File: src/design/pap_pkg.sv
`timescale 1ns / 1ps
// ----------------------------------------------------------------------------
// pap_pkg - shared types and constants for the priority array placement block
// Field widths, codes, register indexes, state encoding and the structs that
// travel between the controller and the top level.
// ----------------------------------------------------------------------------
package pap_pkg;

    localparam int NUM_CLASSES_DEF = 16;
    localparam int CAPACITY_DEF    = 1024;

    localparam int CFG_W     = 11;
    localparam int CFG_IDX_W = 1;
    localparam int CLS_W     = 4;
    localparam int IDX_W     = 10;
    localparam int LIM_W     = 11;

    localparam logic [CFG_W-1:0] BASE_RESET = CFG_W'(16);
    localparam logic [CFG_W-1:0] GROW_RESET = CFG_W'(16);

    typedef enum logic [1:0] {
        K_MOVE = 2'd0,
        K_ADD  = 2'd1,
        K_REM  = 2'd2,
        K_ERR  = 2'd3
    } t_kind;

    typedef enum logic {
        OP_ADD    = 1'b0,
        OP_REMOVE = 1'b1
    } t_op;

    typedef enum logic [CFG_IDX_W-1:0] {
        REG_BASE_SIZE = 1'b0,
        REG_GROW_STEP = 1'b1
    } t_reg_idx;

    typedef enum logic [2:0] {
        S_IDLE,
        S_SCAN,
        S_CHECK,
        S_WALK,
        S_DONE,
        S_ERR
    } t_state;

    typedef struct packed {
        logic [CFG_W-1:0] base_size;
        logic [CFG_W-1:0] grow_step;
    } t_cfg;

    typedef struct packed {
        logic             valid;
        t_kind            kind;
        logic [IDX_W-1:0] from_index;
        logic [IDX_W-1:0] dest_index;
        logic [LIM_W-1:0] limit_now;
        logic             last;
    } t_result;

endpackage

File: src/design/pap_ram.sv
`timescale 1ns / 1ps
// ----------------------------------------------------------------------------
// pap_ram - generic simple dual-port RAM
// One write port, one read port, read data registered.
// ----------------------------------------------------------------------------
module pap_ram #(
    parameter int WIDTH = 8,
    parameter int DEPTH = 16,
    localparam int AW   = (DEPTH > 1) ? $clog2(DEPTH) : 1
) (
    input  logic             i_clk,
    input  logic             i_we,
    input  logic [AW-1:0]    i_waddr,
    input  logic [WIDTH-1:0] i_wdata,
    input  logic [AW-1:0]    i_raddr,
    output logic [WIDTH-1:0] o_rdata
);

    logic [WIDTH-1:0] r_mem [DEPTH];
    logic [WIDTH-1:0] r_rdata;

    always_ff @(posedge i_clk) begin
        if (i_we) begin
            r_mem[i_waddr] <= i_wdata;
        end
        r_rdata <= r_mem[i_raddr];
    end

    assign o_rdata = r_rdata;

endmodule

File: src/design/pap_ctrl.sv
`timescale 1ns / 1ps
// ----------------------------------------------------------------------------
// pap_ctrl - region walk sequencer
// Scans class counts up to the target class, decides growth, shrink or error,
// walks the later classes to issue moves, then writes the count back.
// ----------------------------------------------------------------------------
module pap_ctrl
    import pap_pkg::*;
#(
    parameter int NUM_CLASSES = NUM_CLASSES_DEF,
    parameter int CAPACITY    = CAPACITY_DEF,
    localparam int KW = $clog2(NUM_CLASSES),
    localparam int CW = $clog2(CAPACITY + 1)
) (
    input  logic             i_clk,
    input  logic             i_rst_n,
    input  logic             i_start,
    input  logic             i_opcode,
    input  logic [CLS_W-1:0] i_class_id,
    input  logic [IDX_W-1:0] i_entry_index,
    input  t_cfg             i_cfg,
    output logic             o_busy,
    output logic             o_ram_we,
    output logic [KW-1:0]    o_ram_waddr,
    output logic [CW-1:0]    o_ram_wdata,
    output logic [KW-1:0]    o_ram_raddr,
    input  logic [CW-1:0]    i_ram_rdata,
    output t_result          o_res
);

    localparam int AW = ((CW > CFG_W) ? CW : CFG_W) + 1;
    localparam logic [KW-1:0] K_TOP = KW'(NUM_CLASSES - 1);

    t_state              r_state, n_state;
    t_op                 r_op;
    logic [KW-1:0]       r_cls;
    logic [IDX_W-1:0]    r_idx;
    logic [KW-1:0]       r_k;
    logic [CW-1:0]       r_start, r_c, r_s, r_total, r_limit;
    logic [NUM_CLASSES-1:0] r_vld;

    logic          accept, cls_bad;
    logic [KW-1:0] cls_nx, ram_addr;
    logic [CW-1:0] rd_cnt, w_s_dn, w_s_up;
    logic          walk_end;

    logic [AW-1:0] a_total, a_limit, a_grow, a_base, a_start, a_c, a_idx;
    logic [AW-1:0] a_nl, a_t, rem_end, lastpos, add_limit, rem_limit, chk_limit;
    logic          need_grow, add_err, rem_err, shrink, chk_err, fill_move;

    assign accept  = i_start && (r_state == S_IDLE);
    assign o_busy  = (r_state != S_IDLE);
    assign cls_bad = (int'(i_class_id) >= NUM_CLASSES);
    assign cls_nx  = r_cls + KW'(1);

    // Entries never written read as an empty class
    assign rd_cnt = r_vld[r_k] ? i_ram_rdata : '0;
    assign w_s_dn = r_s - rd_cnt;
    assign w_s_up = r_s + rd_cnt;
    assign walk_end = (r_op == OP_ADD) ? (r_k == cls_nx) : (r_k == K_TOP);

    // Decision datapath, used in the check cycle
    always_comb begin
        a_total   = AW'(r_total);
        a_limit   = AW'(r_limit);
        a_grow    = AW'(i_cfg.grow_step);
        a_base    = AW'(i_cfg.base_size);
        a_start   = AW'(r_start);
        a_c       = AW'(r_c);
        a_idx     = AW'(r_idx);
        need_grow = (a_total + AW'(1)) > a_limit;
        a_nl      = a_limit + a_grow;
        add_err   = need_grow && ((a_nl > AW'(CAPACITY)) || ((a_total + AW'(1)) > a_nl));
        add_limit = need_grow ? a_nl : a_limit;
        rem_end   = a_start + a_c;
        lastpos   = rem_end - AW'(1);
        rem_err   = (r_c == '0) || (a_idx < a_start) || (a_idx >= rem_end);
        a_t       = a_total - AW'(1);
        shrink    = (a_limit >= a_t) && ((a_limit - a_t) >= a_grow) &&
                    (a_grow <= a_limit) && ((a_limit - a_grow) >= a_base);
        rem_limit = shrink ? (a_limit - a_grow) : a_limit;
        chk_err   = (r_op == OP_ADD) ? add_err : rem_err;
        chk_limit = (r_op == OP_ADD) ? add_limit : rem_limit;
        fill_move = (a_idx != lastpos);
    end

    // Read address: the walk issues one class a cycle
    always_comb begin
        unique case (r_state)
            S_IDLE:  ram_addr = '0;
            S_SCAN:  ram_addr = r_k + KW'(1);
            S_CHECK: ram_addr = (r_op == OP_ADD) ? K_TOP : cls_nx;
            S_WALK:  ram_addr = (r_op == OP_ADD) ? (r_k - KW'(1)) : (r_k + KW'(1));
            S_DONE:  ram_addr = r_cls;
            S_ERR:   ram_addr = r_cls;
            default: ram_addr = '0;
        endcase
    end

    assign o_ram_raddr = ram_addr;
    assign o_ram_waddr = r_cls;
    assign o_ram_we    = (r_state == S_DONE);
    assign o_ram_wdata = (r_op == OP_ADD) ? (r_c + CW'(1)) : (r_c - CW'(1));

    // Next state
    always_comb begin
        n_state = r_state;
        unique case (r_state)
            S_IDLE: begin
                if (accept) begin
                    n_state = cls_bad ? S_ERR : S_SCAN;
                end
            end
            S_SCAN: begin
                if (r_k == r_cls) begin
                    n_state = S_CHECK;
                end
            end
            S_CHECK: begin
                if (chk_err) begin
                    n_state = S_ERR;
                end else if (r_cls == K_TOP) begin
                    n_state = S_DONE;
                end else begin
                    n_state = S_WALK;
                end
            end
            S_WALK: begin
                if (walk_end) begin
                    n_state = S_DONE;
                end
            end
            S_DONE:  n_state = S_IDLE;
            S_ERR:   n_state = S_IDLE;
            default: n_state = S_IDLE;
        endcase
    end

    // Result beats
    always_comb begin
        o_res            = '0;
        o_res.kind       = K_MOVE;
        o_res.limit_now  = LIM_W'(r_limit);
        unique case (r_state)
            S_CHECK: begin
                if (!chk_err && (r_op == OP_REMOVE) && fill_move) begin
                    o_res.valid      = 1'b1;
                    o_res.from_index = IDX_W'(lastpos);
                    o_res.dest_index = r_idx;
                    o_res.limit_now  = LIM_W'(chk_limit);
                end
            end
            S_WALK: begin
                if (rd_cnt != '0) begin
                    o_res.valid = 1'b1;
                    if (r_op == OP_ADD) begin
                        o_res.from_index = IDX_W'(w_s_dn);
                        o_res.dest_index = IDX_W'(r_s);
                    end else begin
                        o_res.from_index = IDX_W'(w_s_up - CW'(1));
                        o_res.dest_index = IDX_W'(r_s - CW'(1));
                    end
                end
            end
            S_DONE: begin
                o_res.valid = 1'b1;
                o_res.last  = 1'b1;
                if (r_op == OP_ADD) begin
                    o_res.kind       = K_ADD;
                    o_res.dest_index = IDX_W'(r_start + r_c);
                end else begin
                    o_res.kind = K_REM;
                end
            end
            S_ERR: begin
                o_res.valid = 1'b1;
                o_res.last  = 1'b1;
                o_res.kind  = K_ERR;
            end
            default: ;
        endcase
    end

    // Control state
    always_ff @(posedge i_clk) begin
        if (!i_rst_n) begin
            r_state <= S_IDLE;
            r_k     <= '0;
            r_total <= '0;
            r_limit <= CW'(BASE_RESET);
            r_vld   <= '0;
        end else begin
            r_state <= n_state;
            r_k     <= ram_addr;
            if (r_state == S_CHECK && !chk_err) begin
                r_limit <= CW'(chk_limit);
            end
            if (r_state == S_DONE) begin
                r_vld[r_cls] <= 1'b1;
                r_total <= (r_op == OP_ADD) ? (r_total + CW'(1)) : (r_total - CW'(1));
            end
        end
    end

    // Per-item working values
    always_ff @(posedge i_clk) begin
        if (accept) begin
            r_op    <= t_op'(i_opcode);
            r_cls   <= KW'(i_class_id);
            r_idx   <= i_entry_index;
            r_start <= '0;
        end
        if (r_state == S_SCAN) begin
            if (r_k == r_cls) begin
                r_c <= rd_cnt;
            end else begin
                r_start <= r_start + rd_cnt;
            end
        end
        if (r_state == S_CHECK) begin
            r_s <= (r_op == OP_ADD) ? r_total : CW'(rem_end);
        end
        if (r_state == S_WALK) begin
            r_s <= (r_op == OP_ADD) ? w_s_dn : w_s_up;
        end
    end

endmodule

File: src/design/priority_array_placement.sv
`timescale 1ns / 1ps
// ----------------------------------------------------------------------------
// priority_array_placement - region manager for a priority-sorted rule array
// Tracks per-class entry counts and emits the move commands that keep class
// regions packed and ordered on every add and remove.
// ----------------------------------------------------------------------------
// Usage:
//   Command channel: drive start with opcode, class_id and entry_index; the
//   command is taken at an edge where start is high and busy is low.
//   Result channel: each beat sits on the o_ ports for one cycle with o_valid
//   high; moves come first, then one add-done or remove-done beat, or a
//   single error beat. o_last marks the final beat of a command.
//   Configuration: write base_size (index 0) or grow_step (index 1) through
//   i_cfg_we / i_cfg_idx / i_cfg_wdata while the block is idle.
// Timing:
//   Class counts live in a one-port-read RAM; one class is read per cycle.
//   A command holds busy through the scan up to the class, the decision
//   state, the walk of the later classes and the count write-back; a
//   command refused in the decision state holds it through the scan, the
//   decision and the error beat, an unknown class only for the error beat.
//   Beats are registered and appear in the cycle after the controller makes
//   them. A new command is taken at the first edge with busy low.
//   The receiver cannot stall the result channel.
// Reset: synchronous, active low; all counts read as zero and the size
//   limit returns to 16 at once, no clearing pass is needed.
// ----------------------------------------------------------------------------
module priority_array_placement
    import pap_pkg::*;
#(
    parameter int NUM_CLASSES = NUM_CLASSES_DEF,
    parameter int CAPACITY    = CAPACITY_DEF
) (
    input  logic                 i_clk,
    input  logic                 i_rst_n,
    input  logic                 start,
    output logic                 busy,
    input  logic                 i_opcode,
    input  logic [CLS_W-1:0]     i_class_id,
    input  logic [IDX_W-1:0]     i_entry_index,
    input  logic                 i_cfg_we,
    input  logic [CFG_IDX_W-1:0] i_cfg_idx,
    input  logic [CFG_W-1:0]     i_cfg_wdata,
    output logic                 o_valid,
    output logic [1:0]           o_kind,
    output logic [IDX_W-1:0]     o_from_index,
    output logic [IDX_W-1:0]     o_to_index,
    output logic [LIM_W-1:0]     o_limit_now,
    output logic                 o_last
);

    localparam int KW = $clog2(NUM_CLASSES);
    localparam int CW = $clog2(CAPACITY + 1);

    t_cfg             r_cfg;
    t_result          res;
    logic             ram_we;
    logic [KW-1:0]    ram_waddr, ram_raddr;
    logic [CW-1:0]    ram_wdata, ram_rdata;

    logic             r_valid;
    t_kind            r_kind;
    logic [IDX_W-1:0] r_from, r_to;
    logic [LIM_W-1:0] r_limit_now;
    logic             r_last;

    // Configuration registers: plain write, no read-back
    always_ff @(posedge i_clk) begin
        if (!i_rst_n) begin
            r_cfg.base_size <= BASE_RESET;
            r_cfg.grow_step <= GROW_RESET;
        end else if (i_cfg_we) begin
            unique case (t_reg_idx'(i_cfg_idx))
                REG_BASE_SIZE: r_cfg.base_size <= i_cfg_wdata;
                REG_GROW_STEP: r_cfg.grow_step <= i_cfg_wdata;
                default: ;
            endcase
        end
    end

    // Class count store
    pap_ram #(
        .WIDTH (CW),
        .DEPTH (NUM_CLASSES)
    ) u_count_ram (
        .i_clk   (i_clk),
        .i_we    (ram_we),
        .i_waddr (ram_waddr),
        .i_wdata (ram_wdata),
        .i_raddr (ram_raddr),
        .o_rdata (ram_rdata)
    );

    // Scan, decide and walk
    pap_ctrl #(
        .NUM_CLASSES (NUM_CLASSES),
        .CAPACITY    (CAPACITY)
    ) u_ctrl (
        .i_clk         (i_clk),
        .i_rst_n       (i_rst_n),
        .i_start       (start),
        .i_opcode      (i_opcode),
        .i_class_id    (i_class_id),
        .i_entry_index (i_entry_index),
        .i_cfg         (r_cfg),
        .o_busy        (busy),
        .o_ram_we      (ram_we),
        .o_ram_waddr   (ram_waddr),
        .o_ram_wdata   (ram_wdata),
        .o_ram_raddr   (ram_raddr),
        .i_ram_rdata   (ram_rdata),
        .o_res         (res)
    );

    // Output register: hold each beat for exactly one cycle
    always_ff @(posedge i_clk) begin
        if (!i_rst_n) begin
            r_valid <= 1'b0;
        end else begin
            r_valid <= res.valid;
        end
    end

    always_ff @(posedge i_clk) begin
        if (res.valid) begin
            r_kind      <= res.kind;
            r_from      <= res.from_index;
            r_to        <= res.dest_index;
            r_limit_now <= res.limit_now;
            r_last      <= res.last;
        end
    end

    assign o_valid      = r_valid;
    assign o_kind       = r_kind;
    assign o_from_index = r_from;
    assign o_to_index   = r_to;
    assign o_limit_now  = r_limit_now;
    assign o_last       = r_valid && r_last;

    // An error beat always closes its command
    a_err_last: assert property (@(posedge i_clk) disable iff (!i_rst_n)
        (o_valid && (o_kind == K_ERR)) |-> o_last)
        else $error("error beat not marked last");

    // A move is never the closing beat
    a_move_not_last: assert property (@(posedge i_clk) disable iff (!i_rst_n)
        (o_valid && (o_kind == K_MOVE)) |-> !o_last)
        else $error("move beat marked last");

    // The closing beat is not followed directly by another beat
    a_gap_after_last: assert property (@(posedge i_clk) disable iff (!i_rst_n)
        (o_valid && o_last) |=> !o_valid)
        else $error("beat right after closing beat");

    // An accepted command keeps the block busy on the next cycle
    a_busy_after_start: assert property (@(posedge i_clk) disable iff (!i_rst_n)
        (start && !busy) |=> busy)
        else $error("command accepted but block not busy");

endmodule
File: config.mk
export PLATFORM = sky130hd
export DESIGN_NAME = priority_array_placement
export DESIGN_NICKNAME = d
export VERILOG_FILES = /design/src/design/pap_pkg.sv /design/src/design/pap_ram.sv /design/src/design/pap_ctrl.sv /design/src/design/priority_array_placement.sv
export SDC_FILE = /design/constraint.sdc
export NUM_CORES = 1
export LEC_CHECK = 0
export ABC_AREA = 1
export BUFFER_PORTS_ARGS = -buffer_cell sky130_fd_sc_hd__buf_2
export CELL_PAD_IN_SITES_DETAIL_PLACEMENT = 1
export CELL_PAD_IN_SITES_GLOBAL_PLACEMENT = 2
export CORE_MARGIN = 1.5
export CORE_UTILIZATION = 42
export CTS_CLUSTER_SIZE = 40
export DETAILED_ROUTE_END_ITERATION = 10
export PLACE_DENSITY = 0.92
export SETUP_SLACK_MARGIN = 0.02
export SYNTH_ARGS = -nofsm -noshare
export SYNTH_HDL_FRONTEND = slang
export SYNTH_SLANG_ARGS = --single-unit
File: constraint.sdc
create_clock -name i_clk -period 6.6 [get_ports i_clk]
set_input_delay 0.66 -clock i_clk [delete_from_list [all_inputs] [get_ports i_clk]]
set_output_delay 0.66 -clock i_clk [all_outputs]
set_load 0.03 [all_outputs]
# Word level (Yosys, flattened, before mapping)

Memories as Yosys holds them, arrays and structs flattened. A register that Yosys moved wholly into a read port is not among the register bits.
Cells that the tools add are included.

Logic and storage cells: 134
Latch bits: 0
Bits in read-only memories: 0
Memory bits (writable): 176
Bits in registers: 150
Memories kept: 1
Output and inout bits: 36
Input bits: 31

Eq/ne operators: 13
Shift operators: 0
Multipliers: 0
Reductions and logical operators: 24
$lt $le $gt $ge: 12
Multiplexer cells: 43
Add/subtract/negate cells: 20
Bitwise operators: 2
Div/mod/pow operators: 0

Memories:

| name              | words | width | read ports | clocked after Yosys merged registers in | write ports | line          | source |
|---|---|---|---|---|---|---|---|
| u_count_ram.r_mem | 16    | 11    | 1          | 1                                       | 1           | pap_ram.sv:19 | `logic [WIDTH-1:0] r_mem [DEPTH];` |

Operators with widths:

| cell                                                                               | count |
|---|---|
| 11-bit two-way mux                                                                 | 14 |
| 20-bit two-way mux                                                                 | 2 |
| 31-bit two-way mux                                                                 | 1 |
| 10-bit case mux with 3 select lines                                                | 1 |
| 11-bit by 11-bit adder with 12-bit output                                          | 2 |
| 12-bit by 11-bit greater-or-equal comparator with 1-bit output                     | 2 |
| 11-bit by 1-bit adder with 11-bit output (second input constant)                   | 2 |
| 11-bit adder                                                                       | 2 |
| 11-bit by 1-bit subtractor with 11-bit output (second input constant)              | 2 |
| 10-bit case mux with 2 select lines                                                | 1 |
| 10-bit by 1-bit subtractor with 10-bit output (second input constant)              | 2 |
| 16-bit OR                                                                          | 1 |
| 4-bit case mux with 4 select lines                                                 | 1 |
| 3-bit two-way mux                                                                  | 5 |
| 11-bit by 1-bit adder with 12-bit output (second input constant)                   | 1 |
| 10-bit by 12-bit greater-or-equal comparator with 1-bit output                     | 1 |
| 11-bit by 12-bit greater-or-equal comparator with 1-bit output                     | 1 |
| 12-bit by 11-bit greater-than comparator with 1-bit output                         | 1 |
| 12-bit by 11-bit greater-than comparator with 1-bit output (second input constant) | 1 |
| 12-bit greater-than comparator                                                     | 1 |
| 10-bit by 12-bit != test with 1-bit output                                         | 1 |
| 3-bit case mux with 4 select lines                                                 | 1 |
| 11-bit by 1-bit subtractor with 12-bit output (second input constant)              | 1 |
| 11-bit by 11-bit subtractor with 12-bit output                                     | 1 |
| 37 further kinds                                                                   | 66 |

# Depth between registers and ports, before layout

Gate-level depths: netlist of the first run.

Depth after elaboration: 10
Gate-level depth with buffers: 28
Depth with buffers taken out: 27

# By module

From an unflattened synthesis of the first run, not the netlist that was laid out.

Cells, all modules: 2769
Area, all modules: 21739.6 µm²

Modules (own cells, without submodules):

| module                   | times used | cells an instance | seq. area each (µm²) | area an instance (µm²) |
|---|---|---|---|---|
| pap_ctrl                 | 1          | 1864              | 2202.1               | 11965.2 |
| pap_ram                  | 1          | 747               | 5505.3               | 7848.8 |
| priority_array_placement | 1          | 158               | 1481.4               | 1925.6 |

# Least setup slack after synthesis of the first run

No wires, ideal clock.

Path type: reg-to-reg
Start point: reg u_ctrl.r_c[0]
End point: reg r_from[0], in the netlist o_from_index[0] (enable)
Path buffers: 1
Arrival time: 3480 ps
Library setup time: 492 ps
Cell stages (with the launch flop): 23
Setup slack: 2628 ps
Cells stage by stage: edfxtp_1 -> ha_1 -> fa_1 -> nand3_1 -> nand2_2 -> nand2_1 -> nand2_1 -> nand2_1 -> nand2_4 -> ha_1 -> inv_1 -> o31a_1 -> nand2_1 -> nand2_1 -> nand2_1 -> nand2_1 -> nand2_1 -> nand2_1 -> nand3_1 -> inv_1 -> nand2_4 -> buf_6 -> nand2_1

RTL lines:

| what                   | line                            | source |
|---|---|---|
| from (decl)            | pap_ctrl.sv:39                  | `logic [CW-1:0] r_start, r_c, r_s, r_total, r_limit;` |
| from (signal assigned) | pap_ctrl.sv:215                 | `r_c <= rd_cnt;` |
| to (signal assigned)   | priority_array_placement.sv:126 | `r_from <= res.from_index;` |
| to (decl)              | priority_array_placement.sv:62  | `logic [IDX_W-1:0] r_from, r_to;` |

==> impl_results.md, run 1 <==
- Outcome: finished clean
- XOR/XNOR share of the synthesized area: 4.00%
- Combinational share of power: 49.8%
- P_int: 5.55 mW
- Net switching power: 4.87 mW
- Clock-pin slew on the worst setup and hold paths: 0.07 ns
- Setup TNS: 0 ns
- Worst VDD drop: 0.233 mV
- Switching part of the total: 46.8%
- TritonCTS Buffers: 40
- Crit path cell chain: inv_1 > o21ai_0 > a21oi_1 > o21ai_0 > nand2_1 > nand2_1 > nand2_1 > nand2_1 > inv_1 > fa_1 > nand2_1 > nand2_1 > nand2_1 > nand2_1 > a21oi_1 > o21ai_0 > xor2_1 > nand2_1 > nor2_1 > nand3_1 > nand3_1 > nand2_1 > nand2_1 > o21ai_1
- P per Cell Area: 447 mW/mm^2
- Total power: 10.4 mW
- Hold_buf cts: 0
- Synthesis-stage register bit count: 336
- Sequential cell area: 0.00919 mm^2
- Synth unique cells: 60
- First-pass GRT wire length: 107 mm
- Area leader, netlist: edfxtp_1
- Sequential power share: 28.3%
- Hold WC Path Type: in2reg
- Initial Util: 42.6%
- CTS resizes: 0
- IO Count: 67
- Core box area: 0.0490 mm^2
- Final core occ: 47.6%
- Wire length per cell: 21.2 um
- Post-synth top area share: 35.4%
- Worst slack, placed: 1.66 ns
- Crit path largest cell delay: 0.71 ns
- Worst Path Arrival: 5.34 ns
- Synthesized Nets: 2680
- Ys flop type: edfxtp_1
- Die outline width: 226 um
- Final setup violation count: 0
- CP Class: reg2reg
- Drt via density: 5.55
- Commonest non-fill, non-tap cells in the layout: 437 x nand2_1, 310 x inv_1, 275 x nor2_1
- Initial antenna violation count: 1
- Total GRT Usage: 27.3%
- Clock share of power: 21.9%
- Die Y: 226 um
- Slew @ Worst Pin: 1.28 ns
- Root buffer cell: clkbuf_16
- Area of the mapped netlist: 0.0209 mm^2
- Standard-cell rows: 81
- HPWL Detailed: 49.9 mm
- Routed via count: 17900
- Post-synth EDFFs: 246
- Max FO, Critical Path: 14
- Max Clk Rate: 0.198 GHz
- Cell Area, Placed: 0.0219 mm^2
- Later-pin clock latency in the skew report: 0.60 ns
- Final worst path period need: 5.04 ns
- Clock Skew: 0.0327 ns
- Vias in the first global route: 19300
- Synth Area in Simple Gates: 20.3%
- Commonest non-fill, non-tap cell in the layout: nand2_1
- NumNets Final: 2738
- Syn Inst Count: 2475
- Area grow syn2layout: 11.6%
- Antenna cells: 0
- Ranking of synthesized cells by area: edfxtp_1 35%, ha_1 9.9%, dfxtp_1 8.6%
- Top delay family on crit path: simple AND/OR/NAND/NOR gates
- Setup ws final: 1.56 ns
- Largest net degree at the start of global routing: 75
- Post-CTS Setup Inserts: 0
- Multiplexer share of the synthesized area: 0%
- Buf/Inv on CP: 2
- Layout cells sized above 1: 9.16%
- Post-route ant nets: 0
- TritonRoute pass-1 iters: 5
- CP required: 6.90 ns
- Slowest-stage cell, CP: dfxtp_1
- Fraction of registers with async set/reset: 0%
- Largest family of logic cells by synthesized area: simple AND/OR/NAND/NOR gates
- Crit share post-route: 76.3%
- Post-synthesis sequential area ratio: 44.0%
- Syn Area/Cell: 8.43 um^2
- GPL Wtd Cong: 0.918
- Max-cap violation count: 0
- Max Transition Viols Final: 0
- Final Hold Viols: 0
- Max-slew headroom: 14.4%
- TritonCTS clock tree: built
- Unrepaired setup endpoints after global routing: no
- Remaining Overflow, GRT: 0
- Multi-input combinational cell area: 0.0102 mm^2
- 1st-iter DRT viols: 1000
- CP Launch Type: flop
- IO buf count: 66
- Drt total wl: 68.3 mm
- Largest buffer count on any clock path: 3
- Most used cell, CP: nand2_1
- Clock sinks: 336
- Number of remaining DRC errors: 0
- Design Area, Final: 0.0233 mm^2
- Adder-cell area share of the yosys netlist: 10.8%
- Pleak: 10.1 nW
- Synth Area in Compound Gates: 13.3%
- Crit. End Element: flop
- Syn. warnings: 0
- Die area: 0.0510 mm^2
- H-tree depth: 2
- Fill cells: 5805
## cell usage after synthesis (29+ instances only)
cell type / count
nand2_1: 437
inv_1: 311
nor2_1: 276
edfxtp_1: 246
o21ai_0: 215
ha_1: 165
nand3_1: 146
a21oi_1: 138
dfxtp_1: 90
xor2_1: 73
clkbuf_1: 54
o221ai_1: 34
nand2_2: 29
nor3_1: 29
## registers in the layout (all words and copies together) (netlist names), 2 cells and up
signal,count
o_from_index,10
o_kind,2
r_cfg,22
u_count_ram.o_rdata,11
u_ctrl.r_k,4
u_ctrl.r_total,11
u_ctrl.r_start,11
u_count_ram.r_mem,176
u_ctrl.r_s,10
u_ctrl.r_limit,11
u_ctrl.r_idx,10
o_to_index,10
u_ctrl.r_c,11
u_ctrl.r_state,3
u_ctrl.r_vld,16
u_ctrl.o_ram_waddr,4
o_limit_now,11
## worst register-to-register path: stages (launching register included)
cell and delay [ns]:
dfxtp_1 0.71, inv_1 0.36, o21ai_0 0.24, a21oi_1 0.06, o21ai_0 0.15, nand2_1 0.10, nand2_1 0.08, nand2_1 0.28
nand2_1 0.37, inv_1 0.22, fa_1 0.50, nand2_1 0.09, nand2_1 0.05, nand2_1 0.06, nand2_1 0.11, a21oi_1 0.15
o21ai_0 0.13, xor2_1 0.39, nand2_1 0.10, nor2_1 0.15, nand3_1 0.08, nand3_1 0.10, nand2_1 0.06, nand2_1 0.09
o21ai_1 0.10
## cells by family (layout without fill, tap and decap cells)
| kind of cell | Yosys count | in the layout |
|---|---|---|
| adder cells (fa/ha/maj) | 174 | 174 |
| AO/OA/AOI/OAI | 486 | 486 |
| flip-flops | 336 | 336 |
| buffers and inverters | 404 | 494 |
| XOR/XNOR | 93 | 93 |
| AND/OR/NAND/NOR | 982 | 982 |
## through the flow
| stage | hold WS [ns] | std cells |
|---|---|---|
| 2_1_floorplan | 0.435 | 2475 |
| 3_3_place_gp | 0.449 | 3154 |
| 3_5_place_dp | 0.455 | 3154 |
| 4_1_cts | 0.217 | 3228 |
| 5_1_grt | 0.232 | 3229 |
| 6_report | 0.241 | 3229 |
## power by group through the flow
stage                     Combinational (mW)  Sequential [mW]  Clock [mW]
after floorplan                         3.45             2.96           0
after global placement                  4.91             2.98           0
after detailed placement                5.10             2.99           0
after CTS                               5.17             2.96        2.32
after global routing                    5.78             2.97        2.39
final                                   5.19             2.95        2.28
## worst paths after layout
check	from	to	slack, ns	cells past startpoint
max	u_ctrl.r_k[0]$_SDFF_PN0_	o_from_index[8]$_DFFE_PP_	1.56	24
min	i_entry_index[0]	u_ctrl.r_idx[0]$_DFFE_PP_	0.24	1
max reg2reg	u_ctrl.r_k[0]$_SDFF_PN0_	o_from_index[8]$_DFFE_PP_	1.56	24
min reg2reg	r_cfg[16]$_SDFFE_PN0P_	r_cfg[16]$_SDFFE_PN0P_	0.47	2
## metal layers
metal	part of all wire (%)	wire, um	vias up	track usage, %
met5	0.013	9	-	0
met4	4.0	2700	2	11.3
met3	4.7	3230	149	4.02
met2	49	33700	413	48.0
met1	42	28600	8868	33.3
li1	-	-	8500	-
## cell type report
| class | instances | area share (%) |
|---|---|---|
| Clock inverter | 24 | 1.21 |
| Clock buffer | 50 | 4.58 |
| Tap cell | 664 | 3.56 |
| Sequential cell | 336 | 39.4 |
| Timing Repair Buffer | 99 | 2.48 |
| Inverter | 321 | 5.17 |
| Multi-Input combinational cell | 1735 | 43.6 |
Power figures use the tool's default switching activity.
==> run 2: changes to the inputs <==
--- a/config.mk
+++ b/config.mk
@@ -5,7 +5,7 @@
 export SDC_FILE = /design/constraint.sdc
 export NUM_CORES = 1
 export LEC_CHECK = 0
-export ABC_AREA = 1
+export ABC_AREA = 0
 export BUFFER_PORTS_ARGS = -buffer_cell sky130_fd_sc_hd__buf_2
 export CELL_PAD_IN_SITES_DETAIL_PLACEMENT = 1
 export CELL_PAD_IN_SITES_GLOBAL_PLACEMENT = 2
@@ -13,7 +13,7 @@
 export CORE_UTILIZATION = 42
 export CTS_CLUSTER_SIZE = 40
 export DETAILED_ROUTE_END_ITERATION = 10
-export PLACE_DENSITY = 0.92
+export PLACE_DENSITY = 0.88
 export SETUP_SLACK_MARGIN = 0.02
 export SYNTH_ARGS = -nofsm -noshare
 export SYNTH_HDL_FRONTEND = slang
==> constraint.sdc (replaced) <==
create_clock -name i_clk -period 4.8 [get_ports i_clk]
set_input_delay 0.48 -clock i_clk [delete_from_list [all_inputs] [get_ports i_clk]]
set_output_delay 0.48 -clock i_clk [all_outputs]
set_load 0.03 [all_outputs]
==> impl_results.md, run 2 <==
- Outcome: finished clean
- Largest net degree at the start of global routing: 68
- Area of the mapped netlist: 0.0201 mm^2
- Ys flop type: edfxtp_1
- Standard-cell rows: 80
- Post-synthesis sequential area ratio: 45.7%
- 1st-iter DRT viols: 1093
- TritonCTS Buffers: 41
- Total power: 7.07 mW
- Max Clk Rate: 0.215 GHz
- Routed via count: 16400
- Final worst path period need: 4.66 ns
- Synthesized Nets: 2224
- Synthesis-stage register bit count: 336
- Worst hold stages: 1
- Max FO, Critical Path: 10
- Grt met1 use: 34.2%
- Worst Path Arrival: 4.98 ns
- Commonest non-fill, non-tap cell in the layout: edfxtp_1
- Max Transition Viols Final: 0
- Commonest non-fill, non-tap cells in the layout: 246 x edfxtp_1, 219 x nand2_1, 156 x ha_1
- Hold WC Path Type: in2reg
- IO Count: 67
- Most frequent cell after synthesis: edfxtp_1
- Reg2reg path depth: 18
- Antenna cells: 0
- Final setup violation count: 0
- TritonRoute pass-1 iters: 5
- Unrepaired setup endpoints after global routing: no
- Syn. warnings: 0
- Ranking of synthesized cells by area: edfxtp_1 37%, ha_1 10%, dfxtp_1 9.0%
- GRT busiest layer: met2
- Top post-synthesis cells by count: 246 x edfxtp_1, 219 x nand2_1, 165 x ha_1
- Post-synth EDFFs: 246
- Fraction of registers with async set/reset: 0%
- Drt total wl: 66.0 mm
- Initial antenna violation count: 0
- GPL Wtd Cong: 0.946
- Area leader, netlist: edfxtp_1
- Slowest-stage cell, CP: a2111o_1
- Root buffer cell: clkbuf_16
- Grt met2 use: 46.0%
- Setup ws final: 0.140 ns
- Die area: 0.0492 mm^2
- Crit path cell chain: inv_1 > ha_4 > buf_8 > nor2_1 > a2111o_1 > xnor2_2 > inv_1 > ha_1 > and3_4 > a221o_1 > a221o_1 > o22a_1 > a2111oi_4 > o21ai_2 > nor3_2 > o21ai_2 > or3b_4 > o2bb2ai_1
- Max-cap violation count: 0
- NumNets Final: 2355
- Area grow syn2layout: 17.8%
- CP required: 5.12 ns
- Syn Inst Count: 2019
- Fill cells: 5203
- P per Cell Area: 298 mW/mm^2
- Syn Area/Cell: 9.97 um^2
- Crit share post-route: 97.1%
- Hold_buf cts: 0
- Die Y: 222 um
- Clock-pin slew on the worst setup and hold paths: 0.06 ns
- TritonCTS clock tree: built
- Cell Area, Placed: 0.0219 mm^2
- Max reg flops: 176
- HPWL Detailed: 47.1 mm
- Drt via density: 5.86
- Total GRT Usage: 26.5%
- Synth unique cells: 77
- CP Class: reg2reg
- Final Hold Viols: 0
- Design Area, Final: 0.0237 mm^2
- Slew @ Worst Pin: 1.37 ns
- Crit. End Element: flop
- Hold_ws: 0.0774 ns
- Worst slack, placed: -0.497 ns
- Core box area: 0.0475 mm^2
- Number of remaining DRC errors: 0
- M3 GR Usage: 3.63%
- Crit path largest cell delay: 0.45 ns
- Clock Skew: 0.0214 ns
- Largest reg by FF count: u_count_ram.r_mem
- Post-route ant nets: 0
- Layout cells sized above 1: 16.0%
- Worst VDD drop: 0.241 mV
- Largest buffer count on any clock path: 3
- Wire length per cell: 23.6 um
- Later-pin clock latency in the skew report: 0.59 ns
- Max-slew headroom: 7.85%
- IO buf count: 66
- Die outline width: 222 um
- Largest registers: u_count_ram.r_mem x176, r_cfg x22, u_ctrl.r_vld x16
- Pleak: 9.01 nW
- Initial Util: 42.3%
- First-pass GRT wire length: 101 mm
- Clock sinks: 336
- Post-synth top area share: 36.7%
- H-tree depth: 2
- CP Launch Type: flop
- Vias in the first global route: 17100
- Remaining Overflow, GRT: 0
-- run 2: cell count changes after synthesis, moves of 73 or more --
cell	change
nand2_1	-218
inv_1	-177
nor2_1	-157
o21ai_0	-154
nand3_1	-108
xnor2_1	+73
-- run 2: timing repair --
item | 4_1_cts | 5_1_grt
gates cloned | 1 | 0
endpoints found under the setup margin | 79 | 79
gates resized for setup | 15 | 83
buffers inserted | 1 | 9
pin swaps | 5 | 26
-- run 2: routing by layer --
layer,vias up,wire length (um)
met5,-,0
met4,0,1980
met3,120,3180
met2,456,32500
met1,8168,28300
li1,7639,-
-- run 2: path summary, 6_finish.rpt --
check                                            start                         to  slack [ns]
worst max-delay path             r_cfg[3]$_SDFFE_PN0P_   o_limit_now[6]$_DFFE_PP_        0.14
worst min-delay path                  i_entry_index[7]  u_ctrl.r_idx[7]$_DFFE_PP_        0.08
worst max register to register   r_cfg[3]$_SDFFE_PN0P_   o_limit_now[6]$_DFFE_PP_        0.14
worst min register to register  r_cfg[16]$_SDFFE_PN0P_     r_cfg[16]$_SDFFE_PN0P_        0.45
-- run 2: final cells by class --
cell class	instances	area, um^2	area share (%)
repair buffers	194	1400	5.91
clock buffers	61	1130	4.77
flip-flops and latches	336	9200	38.8
well taps	615	769	3.25
multi-input cells	1441	10500	44.5
inverters	136	510	2.15
clock inverters	14	150	0.633
-- run 2: logic make-up after synthesis --
logic type | Yosys count | synth area share (%)
flip-flops | 336 | 45.7
buffers and inverters | 243 | 4.61
XOR/XNOR | 123 | 5.46
AND/OR/NAND/NOR | 616 | 14.8
adder cells (fa/ha/maj) | 174 | 11.2
AO/OA/AOI/OAI | 509 | 16.8
multiplexers | 18 | 1.52
-- run 2: power breakdown --
group          internal (mW)  switching (mW)
combinational          0.298           0.542
clock                   1.71            1.29
sequential              3.20          0.0445
-- run 2: critical path: cells and delay by family, from the launching register on --
| kind | cells | cell delay (ns) |
|---|---|---|
| simple gates | 4 | 0.87 |
| xor+xnor | 1 | 0.25 |
| fa+ha+maj | 2 | 0.60 |
| flops | 1 | 0.33 |
| compound gates | 8 | 2.07 |
| buf+inv | 3 | 0.29 |
-- run 2: stage by stage --
step | instances | setup TNS (ns) | utilization, %
after floorplan | 2019 | 0 | -
after global routing | 2797 | 0 | 49.9
after detailed placement | 2711 | -21.14 | 46.0
final | 2797 | 0 | 49.9
after CTS | 2788 | 0 | 48.8
after global placement | 2711 | -10.28 | 46.0
==> run 3: changes to the inputs <==
--- a/config.mk
+++ b/config.mk
@@ -10,10 +10,10 @@
 export CELL_PAD_IN_SITES_DETAIL_PLACEMENT = 1
 export CELL_PAD_IN_SITES_GLOBAL_PLACEMENT = 2
 export CORE_MARGIN = 1.5
-export CORE_UTILIZATION = 42
+export CORE_UTILIZATION = 45
 export CTS_CLUSTER_SIZE = 40
 export DETAILED_ROUTE_END_ITERATION = 10
-export PLACE_DENSITY = 0.88
+export PLACE_DENSITY = 0.87
 export SETUP_SLACK_MARGIN = 0.02
 export SYNTH_ARGS = -nofsm -noshare
 export SYNTH_HDL_FRONTEND = slang
==> constraint.sdc (replaced) <==
create_clock -name i_clk -period 5.7 [get_ports i_clk]
set_input_delay 0.57 -clock i_clk [delete_from_list [all_inputs] [get_ports i_clk]]
set_output_delay 0.57 -clock i_clk [all_outputs]
set_load 0.03 [all_outputs]
==> impl_results.md, run 3 (synthesized netlist as in run 2, its figures left out) <==
- Outcome: finished clean
- Max Transition Viols Final: 0
- CTS resizes: 0
- Final setup violation count: 0
- Max FO, Critical Path: 10
- Largest net degree at the start of global routing: 133
- HPWL Detailed: 45.0 mm
- Initial antenna violation count: 2
- Setup ws final: 0.303 ns
- Post-route ant nets: 0
- TritonCTS clock tree: built
- Largest reg by FF count: u_count_ram.r_mem
- IO Count: 67
- Crit path cell chain: inv_1 > ha_1 > nand2b_1 > a2111oi_0 > o22ai_1 > xnor2_1 > inv_1 > ha_1 > and3_1 > a221o_1 > a221o_1 > o22a_1 > a2111oi_0 > o21ai_0 > nor3_2 > o21ai_1 > or3b_1 > o2bb2ai_1
- P per Cell Area: 259 mW/mm^2
- Clock sinks: 336
- Die Y: 214 um
- Worst slack, placed: 0.245 ns
- TritonCTS Buffers: 38
- Largest registers: u_count_ram.r_mem x176, r_cfg x22, u_ctrl.r_vld x16
- Final Hold Viols: 0
- Max reg flops: 176
- Hold_buf cts: 0
- Number of remaining DRC errors: 0
- Max-slew headroom: 12.3%
- Clock Skew: 0.0145 ns
- CP Launch Type: flop
- Commonest non-fill, non-tap cells in the layout: 246 x edfxtp_1, 219 x nand2_1, 165 x ha_1
- NumNets Final: 2261
- Commonest non-fill, non-tap cell in the layout: edfxtp_1
- 1st-iter DRT viols: 1153
- Clock-pin slew on the worst setup and hold paths: 0.06 ns
- Design Area, Final: 0.0224 mm^2
- Max Clk Rate: 0.185 GHz
- Crit share post-route: 94.7%
- Drt via density: 5.93
- GPL Wtd Cong: 0.954
- Buf/Inv on CP: 2
- Standard-cell rows: 77
- Later-pin clock latency in the skew report: 0.58 ns
- CP required: 6.01 ns
- Layout cells sized above 1: 9.49%
- Die outline width: 214 um
- Root buffer cell: clkbuf_16
- Crit. End Element: flop
- Routed via count: 15900
- Pleak: 8.44 nW
- Antenna cells: 0
- Area grow syn2layout: 11.4%
- Die area: 0.0460 mm^2
- Cell Area, Placed: 0.0211 mm^2
- Top delay family on crit path: compound AO/OA/AOI/OAI gates
- Final worst path period need: 5.40 ns
- Fill cells: 4963
- Slew @ Worst Pin: 1.31 ns
- Largest buffer count on any clock path: 3
- Max-cap violation count: 0
- Slowest-stage cell, CP: or3b_1
- Vias in the first global route: 16500
- Wire length per cell: 23.4 um
- H-tree depth: 2
- Worst Path Arrival: 5.71 ns
- Setup TNS: 0 ns
- IO buf count: 66
- Remaining Overflow, GRT: 0
- Core box area: 0.0441 mm^2
- Total GRT Usage: 27.2%
- Worst VDD drop: 0.203 mV
- First-pass GRT wire length: 96.2 mm
- Non-filler cells, final: 2678
- Crit path largest cell delay: 0.53 ns
- Post-CTS Setup Inserts: 0
- Unrepaired setup endpoints after global routing: no
- Drt total wl: 62.8 mm
- Hold_ws: 0.172 ns
- CP Class: reg2reg
- TritonRoute pass-1 iters: 5
- Cells after DPL: 2608
- Initial Util: 45.6%
- Hold WC Path Type: in2reg
run 3: final cells by class:
class | instances | area, um^2 | area share, %
clock buffers | 51 | 1040 | 4.64
inverters | 136 | 510 | 2.28
flip-flops and latches | 336 | 9190 | 41.0
repair buffers | 104 | 628 | 2.80
clock inverters | 19 | 209 | 0.932
well taps | 592 | 741 | 3.31
multi-input cells | 1440 | 10100 | 45.0
run 3: routing by layer:
layer | routed length [um] | track usage [%]
met5 | 13 | 0
met3 | 3270 | 4.52
met4 | 2690 | 11.2
met2 | 29800 | 45.6
met1 | 27000 | 34.9
run 3: path summary, 6_finish.rpt:
check                               from                         to  slack [ns]  cells after the start
setup / recovery   r_cfg[1]$_SDFFE_PN0P_   o_limit_now[1]$_DFFE_PP_        0.30                     18
hold / removal          i_entry_index[5]  u_ctrl.r_idx[5]$_DFFE_PP_        0.17                      1
setup reg to reg   r_cfg[1]$_SDFFE_PN0P_   o_limit_now[1]$_DFFE_PP_        0.30                     18
hold reg to reg   r_cfg[17]$_SDFFE_PN0P_     r_cfg[17]$_SDFFE_PN0P_        0.46                      2
run 3: worst reg2reg max path: stages, from the launching register on:
cell       delay (ns)
dfxtp_1          0.36
inv_1            0.12
ha_1             0.35
nand2b_1         0.22
a2111oi_0        0.41
o22ai_1          0.17
xnor2_1          0.26
inv_1            0.08
ha_1             0.30
and3_1           0.18
a221o_1          0.34
a221o_1          0.34
o22a_1           0.15
a2111oi_0        0.46
o21ai_0          0.24
nor3_2           0.27
o21ai_1          0.14
or3b_1           0.53
o2bb2ai_1        0.20
run 3: power by group:
part           total [mW]  internal, mW  switching, mW
sequential           2.74          2.69         0.0443
combinational       0.633         0.209          0.424
clock                2.45          1.36           1.08
run 3: stage by stage:
stage	util [%]	total power, mW
floorplan	-	3.18
finish	50.8	5.81
global placement	47.9	3.38
global route	50.8	6.01
detailed placement	47.9	3.41
CTS	50.7	5.86
